### config.mk
export PLATFORM = sky130hd
export DESIGN_NAME = shell_command_lexer
export DESIGN_NICKNAME = d
export VERILOG_FILES = /design/src/hdl/scl_pkg.sv /design/src/hdl/scl_front.sv /design/src/hdl/scl_queue.sv /design/src/hdl/scl_back.sv /design/src/hdl/shell_command_lexer.sv
export SDC_FILE = /design/constraint.sdc
export NUM_CORES = 1
export LEC_CHECK = 0
export BUFFER_PORTS_ARGS = -buffer_cell sky130_fd_sc_hd__buf_2
export CAP_MARGIN = 5
export CORE_MARGIN = 2
export CORE_UTILIZATION = 25
export CTS_BUF_LIST = sky130_fd_sc_hd__clkbuf_4
export DETAILED_ROUTE_END_ITERATION = 16
export GPL_ROUTABILITY_DRIVEN = 0
export SETUP_SLACK_MARGIN = 0.15
export SLEW_MARGIN = 10
export SYNTH_ARGS = -nofsm -noshare
export SYNTH_HDL_FRONTEND = slang
export SYNTH_SLANG_ARGS = --single-unit
### constraint.sdc
create_clock -name clk -period 6.07 [get_ports clk]
set_clock_uncertainty 0.15 [all_clocks]
set_input_delay 1.214 -clock clk [delete_from_list [all_inputs] [get_ports clk]]
set_output_delay 1.214 -clock clk [all_outputs]
set_load 0.02 [all_outputs]
### src/hdl/scl_pkg.sv
`timescale 1ns / 1ps

package scl_pkg;

	// lexer modes; codes 6 and 7 are never entered and decode as idle
	typedef enum logic [2:0] {
		MODE_IDLE = 3'd0,
		MODE_WORD = 3'd1,
		MODE_SQ   = 3'd2,
		MODE_DQ   = 3'd3,
		MODE_LT   = 3'd4,
		MODE_GT   = 3'd5
	} lex_mode_t;

	typedef enum logic [1:0] {
		KIND_BYTE = 2'd0,
		KIND_END  = 2'd1,
		KIND_ERR  = 2'd2
	} res_kind_t;

	typedef enum logic [2:0] {
		TK_WORD    = 3'd0,
		TK_PIPE    = 3'd1,
		TK_IN      = 3'd2,
		TK_OUT     = 3'd3,
		TK_HEREDOC = 3'd4,
		TK_APPEND  = 3'd5,
		TK_EOL     = 3'd6
	} tok_kind_t;

	localparam logic [7:0] CH_NUL   = 8'h00;
	localparam logic [7:0] CH_TAB   = 8'h09;
	localparam logic [7:0] CH_SPACE = 8'h20;
	localparam logic [7:0] CH_DQ    = 8'h22;
	localparam logic [7:0] CH_SQ    = 8'h27;
	localparam logic [7:0] CH_LT    = 8'h3C;
	localparam logic [7:0] CH_GT    = 8'h3E;
	localparam logic [7:0] CH_PIPE  = 8'h7C;

	// one input byte raises at most four results
	localparam int MAX_RES = 4;
	localparam int RES_IDX_W = $clog2(MAX_RES);
	localparam int RES_CNT_W = $clog2(MAX_RES + 1);

	localparam int QUEUE_DEPTH_DEF = 4;

	typedef struct packed {
		res_kind_t  kind;
		tok_kind_t  tk;
		logic [7:0] ch;
	} res_t;

	// all results of one input byte, in emit order from index 0
	typedef struct packed {
		logic [RES_CNT_W-1:0]    cnt;
		res_t [MAX_RES-1:0]      res;
	} bundle_t;

	typedef struct packed {
		logic full;
		logic empty;
	} q_stat_t;

endpackage

### src/hdl/scl_front.sv
`timescale 1ns / 1ps

// Front end: classifies each byte against the lexer mode and packs its results.
module scl_front (
	input  logic               clk,
	input  logic               arst_n,
	input  logic               in_valid,
	input  logic [7:0]         in_char,
	input  logic               in_last,
	input  scl_pkg::q_stat_t   q_stat,
	output logic               in_ready,
	output logic               push,
	output scl_pkg::bundle_t   push_data
);

	scl_pkg::lex_mode_t mode_q;
	scl_pkg::lex_mode_t mode_nx;
	scl_pkg::bundle_t   bnd;
	logic               redo;
	logic               is_sep;
	logic               is_special;
	logic               accept;

	function automatic scl_pkg::bundle_t add_res(
		input scl_pkg::bundle_t  b,
		input scl_pkg::res_kind_t k,
		input scl_pkg::tok_kind_t t,
		input logic [7:0]        c
	);
		scl_pkg::bundle_t r;
		r = b;
		r.res[b.cnt[scl_pkg::RES_IDX_W-1:0]] = '{kind: k, tk: t, ch: c};
		r.cnt = b.cnt + scl_pkg::RES_CNT_W'(1);
		return r;
	endfunction

	assign is_sep     = (in_char == scl_pkg::CH_SPACE) || (in_char == scl_pkg::CH_TAB);
	assign is_special = (in_char == scl_pkg::CH_PIPE) || (in_char == scl_pkg::CH_LT) ||
	                    (in_char == scl_pkg::CH_GT) || (in_char == scl_pkg::CH_SQ) ||
	                    (in_char == scl_pkg::CH_DQ);

	always_comb begin
		bnd     = '0;
		mode_nx = mode_q;
		redo    = 1'b0;
		if (in_char != scl_pkg::CH_NUL) begin
			case (mode_q)
				scl_pkg::MODE_WORD: begin
					if (is_sep) begin
						bnd = add_res(bnd, scl_pkg::KIND_END, scl_pkg::TK_WORD, 8'd0);
						mode_nx = scl_pkg::MODE_IDLE;
					end else if (is_special) begin
						bnd = add_res(bnd, scl_pkg::KIND_END, scl_pkg::TK_WORD, 8'd0);
						redo = 1'b1;
					end else begin
						bnd = add_res(bnd, scl_pkg::KIND_BYTE, scl_pkg::TK_WORD, in_char);
					end
				end
				scl_pkg::MODE_SQ, scl_pkg::MODE_DQ: begin
					if (in_char == ((mode_q == scl_pkg::MODE_SQ) ? scl_pkg::CH_SQ
					                                              : scl_pkg::CH_DQ)) begin
						bnd = add_res(bnd, scl_pkg::KIND_END, scl_pkg::TK_WORD, 8'd0);
						mode_nx = scl_pkg::MODE_IDLE;
					end else begin
						bnd = add_res(bnd, scl_pkg::KIND_BYTE, scl_pkg::TK_WORD, in_char);
					end
				end
				scl_pkg::MODE_LT: begin
					if (in_char == scl_pkg::CH_LT) begin
						bnd = add_res(bnd, scl_pkg::KIND_END, scl_pkg::TK_HEREDOC, 8'd0);
						mode_nx = scl_pkg::MODE_IDLE;
					end else begin
						bnd = add_res(bnd, scl_pkg::KIND_END, scl_pkg::TK_IN, 8'd0);
						redo = 1'b1;
					end
				end
				scl_pkg::MODE_GT: begin
					if (in_char == scl_pkg::CH_GT) begin
						bnd = add_res(bnd, scl_pkg::KIND_END, scl_pkg::TK_APPEND, 8'd0);
						mode_nx = scl_pkg::MODE_IDLE;
					end else begin
						bnd = add_res(bnd, scl_pkg::KIND_END, scl_pkg::TK_OUT, 8'd0);
						redo = 1'b1;
					end
				end
				default: begin
					redo = 1'b1;
				end
			endcase

			// byte seen from idle: start of a new token
			if (redo) begin
				if (is_sep) begin
					mode_nx = scl_pkg::MODE_IDLE;
				end else if (in_char == scl_pkg::CH_SQ) begin
					mode_nx = scl_pkg::MODE_SQ;
				end else if (in_char == scl_pkg::CH_DQ) begin
					mode_nx = scl_pkg::MODE_DQ;
				end else if (in_char == scl_pkg::CH_PIPE) begin
					bnd = add_res(bnd, scl_pkg::KIND_END, scl_pkg::TK_PIPE, 8'd0);
					mode_nx = scl_pkg::MODE_IDLE;
				end else if (in_char == scl_pkg::CH_LT) begin
					mode_nx = scl_pkg::MODE_LT;
				end else if (in_char == scl_pkg::CH_GT) begin
					mode_nx = scl_pkg::MODE_GT;
				end else begin
					bnd = add_res(bnd, scl_pkg::KIND_BYTE, scl_pkg::TK_WORD, in_char);
					mode_nx = scl_pkg::MODE_WORD;
				end
			end
		end

		// line close: flush open word or held redirect, then EOL; open quote is an error
		if (in_last) begin
			case (mode_nx)
				scl_pkg::MODE_SQ, scl_pkg::MODE_DQ: begin
					bnd = add_res(bnd, scl_pkg::KIND_ERR, scl_pkg::TK_WORD, 8'd0);
				end
				scl_pkg::MODE_WORD: begin
					bnd = add_res(bnd, scl_pkg::KIND_END, scl_pkg::TK_WORD, 8'd0);
				end
				scl_pkg::MODE_LT: begin
					bnd = add_res(bnd, scl_pkg::KIND_END, scl_pkg::TK_IN, 8'd0);
				end
				scl_pkg::MODE_GT: begin
					bnd = add_res(bnd, scl_pkg::KIND_END, scl_pkg::TK_OUT, 8'd0);
				end
				default: begin
				end
			endcase
			if ((mode_nx != scl_pkg::MODE_SQ) && (mode_nx != scl_pkg::MODE_DQ)) begin
				bnd = add_res(bnd, scl_pkg::KIND_END, scl_pkg::TK_EOL, 8'd0);
			end
			mode_nx = scl_pkg::MODE_IDLE;
		end
	end

	assign in_ready  = !q_stat.full;
	assign accept    = in_valid && in_ready;
	assign push      = accept && (bnd.cnt != '0);
	assign push_data = bnd;

	always_ff @(posedge clk or negedge arst_n) begin
		if (!arst_n) begin
			mode_q <= scl_pkg::MODE_IDLE;
		end else if (accept) begin
			mode_q <= mode_nx;
		end
	end

endmodule

### src/hdl/scl_queue.sv
`timescale 1ns / 1ps

// Short queue of result bundles between front and back.
module scl_queue #(
	parameter int DEPTH = scl_pkg::QUEUE_DEPTH_DEF
) (
	input  logic               clk,
	input  logic               arst_n,
	input  logic               push,
	input  scl_pkg::bundle_t   push_data,
	input  logic               pop,
	output scl_pkg::bundle_t   head,
	output scl_pkg::q_stat_t   stat
);

	localparam int PTR_W = $clog2(DEPTH);
	localparam int CNT_W = $clog2(DEPTH + 1);
	localparam logic [PTR_W-1:0] LAST_PTR = PTR_W'(DEPTH - 1);

	scl_pkg::bundle_t   mem_q [DEPTH];
	logic [PTR_W-1:0]   wr_ptr_q;
	logic [PTR_W-1:0]   rd_ptr_q;
	logic [CNT_W-1:0]   cnt_q;
	logic               do_push;
	logic               do_pop;

	assign stat.full  = (cnt_q == CNT_W'(DEPTH));
	assign stat.empty = (cnt_q == '0);
	assign do_push    = push && !stat.full;
	assign do_pop     = pop && !stat.empty;
	assign head       = mem_q[rd_ptr_q];

	always_ff @(posedge clk) begin
		if (do_push) begin
			mem_q[wr_ptr_q] <= push_data;
		end
	end

	always_ff @(posedge clk or negedge arst_n) begin
		if (!arst_n) begin
			wr_ptr_q <= '0;
			rd_ptr_q <= '0;
			cnt_q    <= '0;
		end else begin
			if (do_push) begin
				wr_ptr_q <= (wr_ptr_q == LAST_PTR) ? '0 : wr_ptr_q + PTR_W'(1);
			end
			if (do_pop) begin
				rd_ptr_q <= (rd_ptr_q == LAST_PTR) ? '0 : rd_ptr_q + PTR_W'(1);
			end
			case ({do_push, do_pop})
				2'b10:   cnt_q <= cnt_q + CNT_W'(1);
				2'b01:   cnt_q <= cnt_q - CNT_W'(1);
				default: cnt_q <= cnt_q;
			endcase
		end
	end

endmodule

### src/hdl/scl_back.sv
`timescale 1ns / 1ps

// Back end: walks the head bundle one result per cycle into the output register while out_ready allows.
module scl_back (
	input  logic               clk,
	input  logic               arst_n,
	input  scl_pkg::bundle_t   head,
	input  scl_pkg::q_stat_t   q_stat,
	output logic               pop,
	input  logic               out_ready,
	output logic               out_valid,
	output scl_pkg::res_t      out_res,
	output logic               out_last
);

	logic [scl_pkg::RES_IDX_W-1:0] idx_q;
	logic                          valid_q;
	scl_pkg::res_t                 res_q;
	logic                          last_q;
	logic                          load;
	logic                          take;
	logic                          at_end;

	assign load   = !valid_q || out_ready;
	assign take   = load && !q_stat.empty;
	assign at_end = ({1'b0, idx_q} == (head.cnt - scl_pkg::RES_CNT_W'(1)));
	assign pop    = take && at_end;

	always_ff @(posedge clk or negedge arst_n) begin
		if (!arst_n) begin
			valid_q <= 1'b0;
			idx_q   <= '0;
		end else if (load) begin
			valid_q <= !q_stat.empty;
			if (take) begin
				idx_q <= at_end ? '0 : idx_q + scl_pkg::RES_IDX_W'(1);
			end
		end
	end

	always_ff @(posedge clk) begin
		if (take) begin
			res_q  <= head.res[idx_q];
			last_q <= at_end;
		end
	end

	assign out_valid = valid_q;
	assign out_res   = res_q;
	assign out_last  = last_q;

endmodule

### src/hdl/shell_command_lexer.sv
`timescale 1ns / 1ps

// Channel  Dir  Handshake                   Payload
// s_axis   in   s_axis_tvalid/tready        tdata[7:0] char_in; tlast line_end
// m_axis   out  m_axis_tvalid/tready        tdata[7:0] char_out; tuser[1:0] kind,
//                                           tuser[4:2] token_kind; tlast final_res
//
// A byte is taken every cycle while the bundle queue has room; its 0..4 results
// pass through the queue and the output register onto m_axis, one result per
// cycle while m_axis_tready is high, so the output port sets the sustained rate.
// Reset clears the lexer mode, queue pointers and output valid; queue contents
// are don't-care. A stalled m_axis fills the queue and then drops s_axis_tready.

module shell_command_lexer #(
	parameter int QUEUE_DEPTH = scl_pkg::QUEUE_DEPTH_DEF   // bundles in flight, >= 2
) (
	input  logic       clk,
	input  logic       arst_n,

	input  logic       s_axis_tvalid,
	output logic       s_axis_tready,
	input  logic [7:0] s_axis_tdata,    // [7:0] char_in
	input  logic       s_axis_tlast,    // line_end

	output logic       m_axis_tvalid,
	input  logic       m_axis_tready,
	output logic [7:0] m_axis_tdata,    // [7:0] char_out
	output logic [4:0] m_axis_tuser,    // [1:0] kind, [4:2] token_kind
	output logic       m_axis_tlast     // final_res
);

	scl_pkg::q_stat_t q_stat;
	scl_pkg::bundle_t push_data;
	scl_pkg::bundle_t head;
	scl_pkg::res_t    out_res;
	logic             push;
	logic             pop;

	// front: mode tracking, classification, result bundle per request
	scl_front u_front (
		.clk       (clk),
		.arst_n    (arst_n),
		.in_valid  (s_axis_tvalid),
		.in_char   (s_axis_tdata),
		.in_last   (s_axis_tlast),
		.q_stat    (q_stat),
		.in_ready  (s_axis_tready),
		.push      (push),
		.push_data (push_data)
	);

	// bundles with no results are never queued
	scl_queue #(
		.DEPTH (QUEUE_DEPTH)
	) u_queue (
		.clk       (clk),
		.arst_n    (arst_n),
		.push      (push),
		.push_data (push_data),
		.pop       (pop),
		.head      (head),
		.stat      (q_stat)
	);

	// back: serializes each bundle, flags its last result
	scl_back u_back (
		.clk       (clk),
		.arst_n    (arst_n),
		.head      (head),
		.q_stat    (q_stat),
		.pop       (pop),
		.out_ready (m_axis_tready),
		.out_valid (m_axis_tvalid),
		.out_res   (out_res),
		.out_last  (m_axis_tlast)
	);

	assign m_axis_tdata = out_res.ch;
	assign m_axis_tuser = {out_res.tk, out_res.kind};

	// an error closes the line and nothing follows it from that request
	assert property (@(posedge clk) disable iff (!arst_n)
		m_axis_tvalid && (m_axis_tuser[1:0] == scl_pkg::KIND_ERR) |-> m_axis_tlast)
		else $error("quote error not last result of its request");

	// end of line is always the last result of its request
	assert property (@(posedge clk) disable iff (!arst_n)
		m_axis_tvalid && (m_axis_tuser[1:0] == scl_pkg::KIND_END) &&
		(m_axis_tuser[4:2] == scl_pkg::TK_EOL) |-> m_axis_tlast)
		else $error("end-of-line token not last result");

	// the rest of a bundle stays queued, so the next result follows at once
	assert property (@(posedge clk) disable iff (!arst_n)
		m_axis_tvalid && m_axis_tready && !m_axis_tlast |=> m_axis_tvalid)
		else $error("gap inside a bundle");

	// word bytes carry the word token code
	assert property (@(posedge clk) disable iff (!arst_n)
		m_axis_tvalid && (m_axis_tuser[1:0] == scl_pkg::KIND_BYTE) |->
		(m_axis_tuser[4:2] == scl_pkg::TK_WORD))
		else $error("word byte with token code");

endmodule

==> results summary, run 1 <==
The flow ran to the end, and the final reports show no timing, DRC or antenna violations. After synthesis, the largest family of logic cells by area is multiplexers. The root buffer cell chosen for the clock tree is sky130_fd_sc_hd__clkbuf_4. The routed layout has 4630 vias. After clock tree synthesis, the flow added hold-fix buffers numbering 0.

Static timing analysis puts the maximum clock frequency at approximately 0.19 GHz. The cell-internal power is 0.00276 W. The clock network fraction of total power came out at 15.5%. The number of instances in the synthesized netlist came out at about 530. Setup repair after global routing left no endpoint under its margin. The HPWL reported at the end of detailed placement is 11400 um.

The tightest min-delay check is of the in -> async type. The clock transition at the register clock pins on the worst setup and hold paths after CTS is 0.17 ns. The reported net switching power came out at 0.00153 W. The area occupied by registers came out at roughly 0.0054 mm^2. The worst-case setup slack after placement came out at 0.152 ns.

The worst path arrival time came out at about 5.7 ns. No sink is reached through more buffers than the 2 on the longest clock path. In this run the remaining antenna-violating nets after routing total 0. The multi-input combinational cell area is roughly 0.0027 mm^2. The mapped cell area came out at 0.00839 mm^2. The number of antenna violations at the first check in global routing is 3.

The worst setup path is launched from an input port. Sequential cells were found to cover 64.7% of the synthesized design area. The cell row count is 67.

The via density per instance came out at 4.53. The mux share of post-synthesis cell area came out at 13.8%. The count of unique library cells instantiated by Yosys came out at 80. The area growth from synthesis to layout is 12.5%. The total CTS buffers is 17.

On the critical path, the stage with the largest delay is an instance of sky130_fd_sc_hd__or3_1. The number of hold violations in the final report came out at 0. Setup violations remaining at the end of the flow were counted as 0.

The logic gate share of total power came out at 38.1%. The relative slew slack is between 40% and 50%. The max-capacitance violation count is 0.

The overall global routing resource usage is 10.3%. The number of primary I/O pins is 29. The critical path class is in -> reg.

The initial cell density of the core is 25.2%. The clock insertion delay at the later pin of the skew report came out at 0.57 ns. The final worst-path cycle share came out at 88.8%. For this design the static power due to leakage is 3.16 nW. The chip height came out at 187 um. The count of synthesis-stage warnings from yosys is 0. Counting flops with an async set or reset pin after synthesis yields a share of 7.10%.

The number of DRC violations after detailed-routing iteration 0 came out at between 300 and 400. Entering global routing, the biggest net connects 40 pins. The global-route wire length before repair is around 28000 um. The post-synth net total came out at 555. The number of global-route vias before repair came out at about 4800. The placed cell count came out at 989.

The final period demand of the worst path is 5.39 ns. The endpoint required time on the critical path came out at 6.40 ns. The number of levels the H-tree was split into came out at 4. The largest fanout of any net on the critical path came out at 7. The final count of pins violating max slew came out at 0. The worst ir drop on vdd came out at 0.000217 V. Net switching is 35.7% of the power. TritonCTS built the clock tree.

The critical path goes through buf_2, or3_1, nor4_1, a31oi_1, nand2b_1, o221ai_1, a21oi_2, inv_1, ha_1, o21ai_0, ha_1, mux2i_1, mux2i_1, o311a_4, inv_1, ha_1, inv_1, fa_1, xor2_1, nor2_1, xor2_1. The basic-gate share of the synthesized area counting and, or, nand and nor cells came out at ~8.2%. The number of gates resized after CTS is 0. The number of buffers and inverters on the critical path came out at 4. The fraction of final layout cells with drive strength greater than 1 is 26.2%. The post-route worst setup slack came out at roughly 0.68 ns.

The complex-gate fraction of the synthesized area is 7.29%. The transition time of the tightest slew-check pin came out at 0.886 ns. The count of flip-flops with a built-in enable after synthesis is 170. sky130_fd_sc_hd__edfxtp_1 takes more of the synthesized area than any other cell. The flop-to-flop setup slack is 1.08 ns. In the post-synthesis netlist, the biggest area contributors are sky130_fd_sc_hd__edfxtp_1 61%, sky130_fd_sc_hd__mux4_2 12%, sky130_fd_sc_hd__dfrtp_1 3.9%, sky130_fd_sc_hd__ha_1 2.4%, sky130_fd_sc_hd__nor2_1 1.3%. In this run the mean area of a mapped cell was roughly 16 um^2. The summed negative setup slack over all endpoints is 0 ns.

Port buffering added 28 buffers. The floorplan step defined a die boundary enclosing 0.0350 mm^2. The filler cells instantiated in the layout total 3337. The part of the total power dissipated in sequential elements is 46.4%. The register bit count reported by yosys came out at roughly 180. The cell family contributing the most delay on the critical path is compound AO/OA/AOI/OAI gates.

The area share of xor/xnor cells in the synthesized design is 0.835%. After Yosys synthesis, full adders, half adders and majority gates account for roughly 2.6% of the synthesized area. The placeable core region came out at between 0.03 and 0.04 mm^2.

The worst setup path is captured at a register. The number of buffers inserted to repair setup after CTS is 0. The total grt overflow is 0. The clock sink count is 183. The final wirelength came out at 17300 um. The area share of the largest cell type after synthesis came out at 60.9%.

The overall die width came out at 187 um. The iteration count of the initial detailed-routing pass came out at 5. The per-cell routed wire length is 16.9 um.

The final layout net count is 590. The flip-flop cell with the highest count after synthesis is sky130_fd_sc_hd__edfxtp_1. The total power consumption of the routed design is 0.00430 W. The power per cell area is 456 mW/mm^2.

The peak per-stage delay on the critical path came out at 0.51 ns. The post-route non-filler standard cell count came out at approximately 1000. The post-route DRC violation count came out at 0.
routing by layer:
metal / routed length, um / vias to the layer above / track usage (%)
met5: 0 / - / 0
li1: - / 2125 / -
met1: 7760 / 2368 / 13.7
met2: 8540 / 125 / 17.1
met3: 750 / 12 / 2.08
met4: 211 / 0 / 2.96
per-stage QoR:
stage | cell area, um^2 | hold WS, ns | util [%]
2_1_floorplan | 8390 | 0.314 | -
3_3_place_gp | 9140 | 0.337 | 27.5
3_5_place_dp | 9140 | 0.343 | 27.5
4_1_cts | 9430 | 0.318 | 28.3
5_1_grt | 9430 | 0.321 | 28.3
6_report | 9430 | 0.359 | 28.3
layout by cell type, fill, tap and decap left out, types with 3 or more instances in the layout:
cell type	n
sky130_fd_sc_hd__nand3_1	6
sky130_fd_sc_hd__nand2_1	27
sky130_fd_sc_hd__xnor2_1	4
sky130_fd_sc_hd__clkinvlp_4	3
sky130_fd_sc_hd__buf_4	12
sky130_fd_sc_hd__and2_2	4
sky130_fd_sc_hd__nor3b_1	5
sky130_fd_sc_hd__inv_8	5
sky130_fd_sc_hd__a22oi_1	4
sky130_fd_sc_hd__and3_1	6
sky130_fd_sc_hd__nor2_1	30
sky130_fd_sc_hd__mux4_2	44
sky130_fd_sc_hd__a21oi_1	11
sky130_fd_sc_hd__inv_1	22
sky130_fd_sc_hd__buf_12	4
sky130_fd_sc_hd__ha_1	16
sky130_fd_sc_hd__clkinv_8	3
sky130_fd_sc_hd__and2_1	12
sky130_fd_sc_hd__clkbuf_4	18
sky130_fd_sc_hd__dfrtp_1	11
sky130_fd_sc_hd__edfxtp_1	170
sky130_fd_sc_hd__buf_2	28
sky130_fd_sc_hd__o21ai_0	16
sky130_fd_sc_hd__nand2b_1	5
sky130_fd_sc_hd__nor3_1	15
sky130_fd_sc_hd__nand3b_1	3
sky130_fd_sc_hd__xor2_1	4
sky130_fd_sc_hd__mux2i_1	11
layout make-up:
type / count / area share, %
sequential: 183 / 57.6
multi-input combinational: 290 / 29.1
tap: 448 / 5.94
timing repair buffer: 44 / 3.29
clock inverter: 14 / 1.63
clock buffer: 18 / 1.43
inverter: 24 / 0.955
antenna: 1 / 0.0265
power by group through the flow:
stage | logic, W | clock network, W | registers (W)
after detailed placement | 0.00167 | 0 | 0.00204
after floorplan | 0.00116 | 0 | 0.00204
final | 0.00164 | 0.000666 | 0.00199
after global routing | 0.00181 | 0.000745 | 0.00203
after global placement | 0.00165 | 0 | 0.00203
after CTS | 0.00167 | 0.000690 | 0.00201
synthesized netlist by cell type (3+ instances only):
| master | count |
|---|---|
| sky130_fd_sc_hd__edfxtp_1 | 170 |
| sky130_fd_sc_hd__mux4_2 | 44 |
| sky130_fd_sc_hd__nor2_1 | 30 |
| sky130_fd_sc_hd__nand2_1 | 27 |
| sky130_fd_sc_hd__inv_1 | 22 |
| sky130_fd_sc_hd__and2_1 | 16 |
| sky130_fd_sc_hd__ha_1 | 16 |
| sky130_fd_sc_hd__o21ai_0 | 16 |
| sky130_fd_sc_hd__nor3_1 | 15 |
| sky130_fd_sc_hd__dfrtp_1 | 13 |
| sky130_fd_sc_hd__a21oi_1 | 12 |
| sky130_fd_sc_hd__mux2i_1 | 11 |
| sky130_fd_sc_hd__clkbuf_1 | 10 |
| sky130_fd_sc_hd__buf_1 | 9 |
| sky130_fd_sc_hd__and3_1 | 6 |
| sky130_fd_sc_hd__nand3_1 | 6 |
| sky130_fd_sc_hd__buf_2 | 5 |
| sky130_fd_sc_hd__nand2b_1 | 5 |
| sky130_fd_sc_hd__nor3b_1 | 5 |
| sky130_fd_sc_hd__a22oi_1 | 4 |
| sky130_fd_sc_hd__xnor2_1 | 4 |
| sky130_fd_sc_hd__xor2_1 | 4 |
| sky130_fd_sc_hd__nand3b_1 | 3 |
logic make-up after synthesis:
| group | Yosys count |
|---|---|
| muxes | 58 |
| adders and majority gates | 17 |
| xor gates and xnor gates | 8 |
| and+or+nand+nor | 130 |
| DFF | 183 |
| AOI/OAI and AO/OA | 77 |
| buffers and inverters | 52 |
flip-flops by register name, indices dropped and copies added (netlist names):
name and flops:
u_queue.wr_ptr_q 2, u_queue.mem_q 156, u_front.mode_q 3, u_back.out_valid 1
u_queue.rd_ptr_q 2, u_back.out_res 13, u_back.idx_q 2, u_queue.cnt_q 3
u_back.out_last 1
final timing paths:
check,to,depth (start not counted),startpoint
setup / recovery,u_queue.cnt_q[2],21,s_axis_tdata[4]
hold / removal,u_back.out_valid,1,arst_n
setup reg to reg,u_queue.cnt_q[2],19,u_front.mode_q[1]
hold reg to reg,u_queue.cnt_q[2],1,u_queue.cnt_q[2]
max in group asynchronous,u_queue.rd_ptr_q[0],1,arst_n
min in group clk,u_queue.cnt_q[2],1,u_queue.cnt_q[2]
No activity file was read; power rests on OpenSTA's default activity.
==> run 2, diff against run 1 <==
--- a/config.mk
+++ b/config.mk
@@ -7,7 +7,7 @@
 export LEC_CHECK = 0
 export BUFFER_PORTS_ARGS = -buffer_cell sky130_fd_sc_hd__buf_2
 export CAP_MARGIN = 5
-export CORE_MARGIN = 2
+export CORE_MARGIN = 5
 export CORE_UTILIZATION = 25
 export CTS_BUF_LIST = sky130_fd_sc_hd__clkbuf_4
 export DETAILED_ROUTE_END_ITERATION = 16
==> results summary, run 2 (synthesis gave the netlist of run 1 again) <==
The max-capacitance violation count came out at 0. The maximum buffer depth of the clock tree came out at 2. The worst slack on hold paths is 0.323 ns. The placeable core region came out at 0.0334 mm^2. Cells fill 28.4% of the core in the end. The number of clock buffers added by TritonCTS is 17. The clock sink count is approximately 180. Measured against its own limit, the worst slew margin works out to between 30% and 40%. The flow ran to the end, and the final reports show no timing, DRC or antenna violations. Data arrives at the worst endpoint at 5.72 ns. The pin count of the biggest net entering global routing came out at 38. The overall die area came out at approximately 0.037 mm^2. The summed negative setup slack over all endpoints is 0 ns. The part of the total power dissipated in sequential elements is ~46%. In this run the horizontal extent of the chip is roughly 190 um. The iteration count of the initial detailed-routing pass is 4. The global-route wire length before repair came out at 27800 um.

The clock transition at the register clock pins on the worst setup and hold paths after CTS came out at 0.19 ns. In this run the worst hold path is classified as in -> async. The largest fanout of any net on the critical path came out at 7.

The quantity of hold-fixing buffers added after cts is 0. The endpoint required time on the critical path came out at 6.46 ns. The fill cell total of the finished layout is 3384. The power per cell area is 459 mW/mm^2.

The critical path is of the in -> reg type. Summed over all layers, the global routing overflow is 0. The number of hold violations in the final report came out at 0. Setup repair after global routing left no endpoint under its margin. The final layout net count is 591. The cell row count is 67. The launching element of the worst setup path is s_axis_tdata[4]. For this run, design rule violations remaining after detail routing come to 0. The overall global routing resource usage is 9.74%. The number of buffers inserted to repair setup after CTS came out at 0. The area growth from synthesis to layout came out at 12.9%.

The clock network fraction of total power is approximately 16%. Setup violations remaining at the end of the flow were counted as 0. The met1 wire length came out at 7870 um. The number of DRC violations after detailed-routing iteration 0 came out at 255. Summed over all nets, the half-perimeter wirelength after detailed placement is 11700 um. The H-tree generated during clock tree synthesis spans 4 levels. The final count of pins violating max slew was 0. The worst setup path is captured at a register. In the layout the commonest cells are 170 x sky130_fd_sc_hd__edfxtp_1, 44 x sky130_fd_sc_hd__mux4_2, 30 x sky130_fd_sc_hd__nor2_1, 28 x sky130_fd_sc_hd__buf_2, 27 x sky130_fd_sc_hd__nand2_1. The flip-flop count of the largest register, all copies and words added is 156. The switching power as a share of total power came out at 36.1%. The worst-case IR drop observed on VDD is 0.000236 V.

The peak per-stage delay on the critical path came out at about 0.51 ns. The number of primary I/O pins is 29. The post-route non-filler standard cell count is between 1000 and 1500. The logic gate share of total power is 37.4%. The signal on the critical path passes through buf_2, or3_1, nor4_1, a31oi_1, nand2b_1, o221ai_1, a21oi_2, inv_1, ha_1, o21ai_0, ha_1, mux2i_1, mux2i_1, o311a_4, inv_1, ha_1, inv_1, fa_1, xor2_1, nor2_1, xor2_1. Port buffering added 28 buffers. In this run, post-CTS repair resized a total of 0 instances. Power comes to between 0.004 and 0.005 W. The number of antenna violations at the first check in global routing came to 1. The analysis attributes to net switching a power of 0.00157 W. In this run the clock root is driven by a sky130_fd_sc_hd__clkbuf_4. For this design, the slowest cell found on the critical path is sky130_fd_sc_hd__or3_1. In this run the critical register-to-register path is launched from u_front.mode_q[1]. The cell-internal power came out at 0.00278 W. From bottom edge to top edge, the die measures 193 um. The number of global-route vias before repair came out at 4794.

Dividing the final minimum period by the clock period gives 87.9%. The final period demand of the worst path came out at 5.34 ns. The leakage power figure came out at 3.19 nW. The clock insertion delay at the later pin of the skew report came out at 0.60 ns. Once the floorplan was initialized, standard cells occupied roughly a quarter of the core. Including well taps, the total number of placed cells is 990. The per-cell routed wire length came out at about 17 um.

The amount of wire on met3 after detailed routing came out at 739 um. Across all layers, the routed design uses 4574 vias. TritonCTS built the clock tree.

The number of nets still failing antenna checks after routing is 0. The highest metal layer carrying signal wires in the routed design is met4. STA classifies the critical path startpoint as an input port. The final wirelength is 17300 um. Using the TritonRoute via totals, the vias-per-cell ratio works out to 4.47. The register with the most flip-flops in the final layout is u_queue.mem_q. The library cell used most frequently in the layout, excluding fill and tap cells, is sky130_fd_sc_hd__edfxtp_1.

The maximum frequency from static timing analysis came out at 0.187 GHz. The fraction of final layout cells with drive strength greater than 1 is 26.1%. In the detailed route, the total length drawn on met2 is 8520 um. The transition time of the tightest slew-check pin is just over 0.9 ns.
## run 2: cell count changes in the layout (fill, tap and decap cells not counted), sizes merged
cell	before	now
inv	30	33
buf	44	45
clkinvlp	3	1
clkbuf	18	17
## run 2: area by class of cell
type                            count  area [um^2]  area share [%]
Antenna cell                        1         2.50          0.0264
Clock buffer                       17          128            1.35
Clock inverter                     15          190            2.01
Inverter                           24         90.1           0.951
Multi-Input combinational cell    290         2750            29.0
Sequential cell                   183         5430            57.4
Tap cell                          448          561            5.92
Timing Repair Buffer               45          318            3.36
## run 2: worst max-delay path, delay by kind of cell
family | cells | cell delay [ns]
AO/OA/AOI/OAI | 5 | 1.28
adder cells (fa/ha/maj) | 4 | 1.19
AND/OR/NAND/NOR | 4 | 1.03
buffers and inverters | 4 | 0.38
XOR/XNOR | 2 | 0.31
multiplexers | 2 | 0.30
## run 2: per-stage QoR
stage / cell area, um^2 / setup WS [ns]
3_5_place_dp: 9150 / 0.0908
6_report: 9470 / 0.733
3_3_place_gp: 9150 / 0.232
4_1_cts: 9470 / 0.779
5_1_grt: 9470 / 0.365
2_1_floorplan: 8390 / 0.302
## run 2: power groups by stage
stage                     registers (W)  clock network [W]  logic, W
after global routing            0.00205           0.000786   0.00180
after detailed placement        0.00206                  0   0.00165
final                           0.00201           0.000708   0.00162
after floorplan                 0.00204                  0   0.00116
after global placement          0.00205                  0   0.00164
after CTS                       0.00203           0.000734   0.00166
## run 2: worst paths after layout
check / to / slack, ns / cells past startpoint
worst min register to register: u_queue.cnt_q[0] / 0.37 / 1
worst max register to register: u_queue.cnt_q[2] / 1.08 / 19
worst min-delay path: u_back.idx_q[1] / 0.32 / 1
max in group asynchronous: u_queue.rd_ptr_q[0] / 5.14 / 1
worst max-delay path: u_queue.cnt_q[2] / 0.73 / 21
min in group clk: u_queue.cnt_q[0] / 0.37 / 1
## run 2: layer usage
metal  vias to the layer above  track usage (%)
met1                      2344             13.2
li1                       2137                -
met5                         -                0
met3                         9             1.67
met2                        84             16.0
met4                         0             3.19
==> run 3, diff against run 2 <==
--- a/config.mk
+++ b/config.mk
@@ -7,9 +7,9 @@
 export LEC_CHECK = 0
 export BUFFER_PORTS_ARGS = -buffer_cell sky130_fd_sc_hd__buf_2
 export CAP_MARGIN = 5
+export CORE_ASPECT_RATIO = 0.8
 export CORE_MARGIN = 5
 export CORE_UTILIZATION = 25
-export CTS_BUF_LIST = sky130_fd_sc_hd__clkbuf_4
 export DETAILED_ROUTE_END_ITERATION = 16
 export GPL_ROUTABILITY_DRIVEN = 0
 export SETUP_SLACK_MARGIN = 0.15
==> results summary, run 3 (synthesis gave the netlist of run 1 again) <==
The detail route stage leaves a number of antenna-violating nets equal to 0. The detailed router placed 4597 vias in this run. The path depth of the worst reg2reg path came out at 19. STA classifies the critical path endpoint as a register. The post-route worst setup slack is about 0.68 ns. The via density per instance is 4.56.

For this design, the CTS-stage hold fixing added 0 buffers. TritonCTS built the clock tree. The overall global routing resource usage came out at 9.66%.

The number of levels the H-tree was split into is 4. The count of buffers added on input and output ports is 28. Measured against its own limit, the worst slew margin works out to 27.2%. The worst hold path stage count is 1. The area growth from synthesis to layout came out at 15.9%. After layout, the worst path uses 88.8% of the clock period. The number of global-route vias before repair came out at ~4800. The cell row count came out at 60. Counting both buffers and inverters, the worst setup path holds a total of 4. VDD sags by at most 0.000276 V.

The largest register by flop count is u_queue.mem_q. The final layout net count came out at 591. The number of hold violations in the final report is 0.

The area of placed instances came out at ~0.0091 mm^2. The first detailed-routing pass ran for 6 iterations. The maximum buffer depth of the clock tree came out at 2. The HPWL reported at the end of detailed placement is 11700 um. The final count of pins violating max slew is 0.

Derived from the worst setup path, the maximum achievable clock frequency is 0.186 GHz. The post-route DRC violation count came out at 0. The number of setup violations in the final report is 0.

The final wirelength is 17200 um. The chip height is 174 um. The placeable core region came out at 0.0334 mm^2. Walking the worst path, the cells encountered are buf_2, or3_1, nor4_1, a31oi_1, nand2b_1, o221ai_1, a21oi_2, inv_1, ha_1, o21ai_0, ha_1, mux2i_1, mux2i_1, o311a_4, inv_1, ha_1, inv_1, fa_1, xor2_1, nor2_1, xor2_1.

The overall die area came out at 0.0373 mm^2. The per-cell routed wire length is 17.1 um. Leaving out fill and tap cells, the most frequent cell in the layout is sky130_fd_sc_hd__edfxtp_1.

The setup path with the least slack is of type in -> reg. The total grt overflow came out at 0. For this design the ratio of total power to cell area is 487 mW/mm^2. Broken down by cell family, the worst path's largest delay share belongs to compound AO/OA/AOI/OAI gates. The worst slack on hold paths came out at 0.356 ns. After routing the design area is 0.00972 mm^2. STA classifies the critical path startpoint as an input port. Along the worst path, the maximum fanout reaches 7.

The flow ran to the end, and the final reports show no timing, DRC or antenna violations. The number of buffers inserted to repair setup after CTS came out at 0. The worst path arrival time is 5.61 ns. The summed negative setup slack over all endpoints is 0 ns.

The worst-case setup slack after placement is 0.219 ns. The transition time of the tightest slew-check pin came out at about 1.1 ns. The top cell types in the final layout, fill and taps aside, are 170 x sky130_fd_sc_hd__edfxtp_1, 44 x sky130_fd_sc_hd__mux4_2, 30 x sky130_fd_sc_hd__nor2_1, 28 x sky130_fd_sc_hd__buf_2, 27 x sky130_fd_sc_hd__nand2_1.

The clock insertion delay at the later pin of the skew report is 0.44 ns. The flip-flop count of the largest register, all copies and words added came out at 156. The highest-delay cell along the critical path is sky130_fd_sc_hd__or3_1. The clock sink count came out at 183. In this design, the stage delay of the slowest critical-path cell is 0.51 ns.

The number of primary I/O pins came out at 29. The pin count of the biggest net entering global routing came out at 40. The leakage power figure is ~3.3 nW.

The worst min-delay path class is reg -> reg. The fraction of final layout cells with drive strength greater than 1 is 25.4%. The die is 215 um wide. The count of antenna diodes in the layout came out at 0. The number of clock buffers added by TritonCTS is 17. For this block, the initial DRC count from the detailed router was roughly 350. Setup repair after global routing left no endpoint under its margin. The max-capacitance violation count came out at 0. The clock transition at the register clock pins on the worst setup and hold paths after CTS is 0.07 ns. The initial cell density of the core is 25.1%. In this run, post-CTS repair resized a total of 0 instances. The routed design could run at a clock period as short as around 5.4 ns.

The number of antenna violations at the first check in global routing came out at 0. The cell chosen for the clock root is sky130_fd_sc_hd__clkbuf_16. The global-route wire length before repair came out at approximately 28000 um. The critical path runs through a total of 21 cells. The endpoint required time on the critical path came out at 6.29 ns.
[run 3: metal layers]
layer | track usage (%) | routed length (um)
met5 | 0 | 0
met4 | 3.49 | 272
met3 | 2.44 | 785
met2 | 14.9 | 8060
met1 | 13.2 | 8090
[run 3: layout make-up]
type / count / area (um^2)
Clock buffer: 19 / 433
Inverter: 24 / 90.1
Multi-Input combinational cell: 290 / 2750
Clock inverter: 13 / 145
Tap cell: 434 / 543
Sequential cell: 183 / 5430
Timing Repair Buffer: 45 / 330
Fill cell: 3304 / 23700
[run 3: final timing paths]
path / start / to / slack [ns]
worst max-delay path: s_axis_tdata[4] / u_queue.cnt_q[2] / 0.68
worst min-delay path: u_queue.cnt_q[0] / u_queue.cnt_q[0] / 0.36
worst max register to register: u_front.mode_q[1] / u_queue.cnt_q[2] / 1.06
worst min register to register: u_queue.cnt_q[0] / u_queue.cnt_q[0] / 0.36
max in group asynchronous: arst_n / u_queue.rd_ptr_q[0] / 4.99
min in group asynchronous: arst_n / u_back.out_valid / 0.51
[run 3: power by group]
group	internal (W)	switching [W]
combinational	0.000711	0.000922
sequential	0.00188	0.000145
clock	0.000613	0.000473
total	0.00320	0.00154
[run 3: through the flow]
step	util, %	cells	total power [W]
floorplan	-	525	0.00320
global placement	27.4	976	0.00370
detailed placement	27.4	976	0.00372
CTS	29.1	1008	0.00481
global route	29.1	1008	0.00506
finish	29.1	1008	0.00474
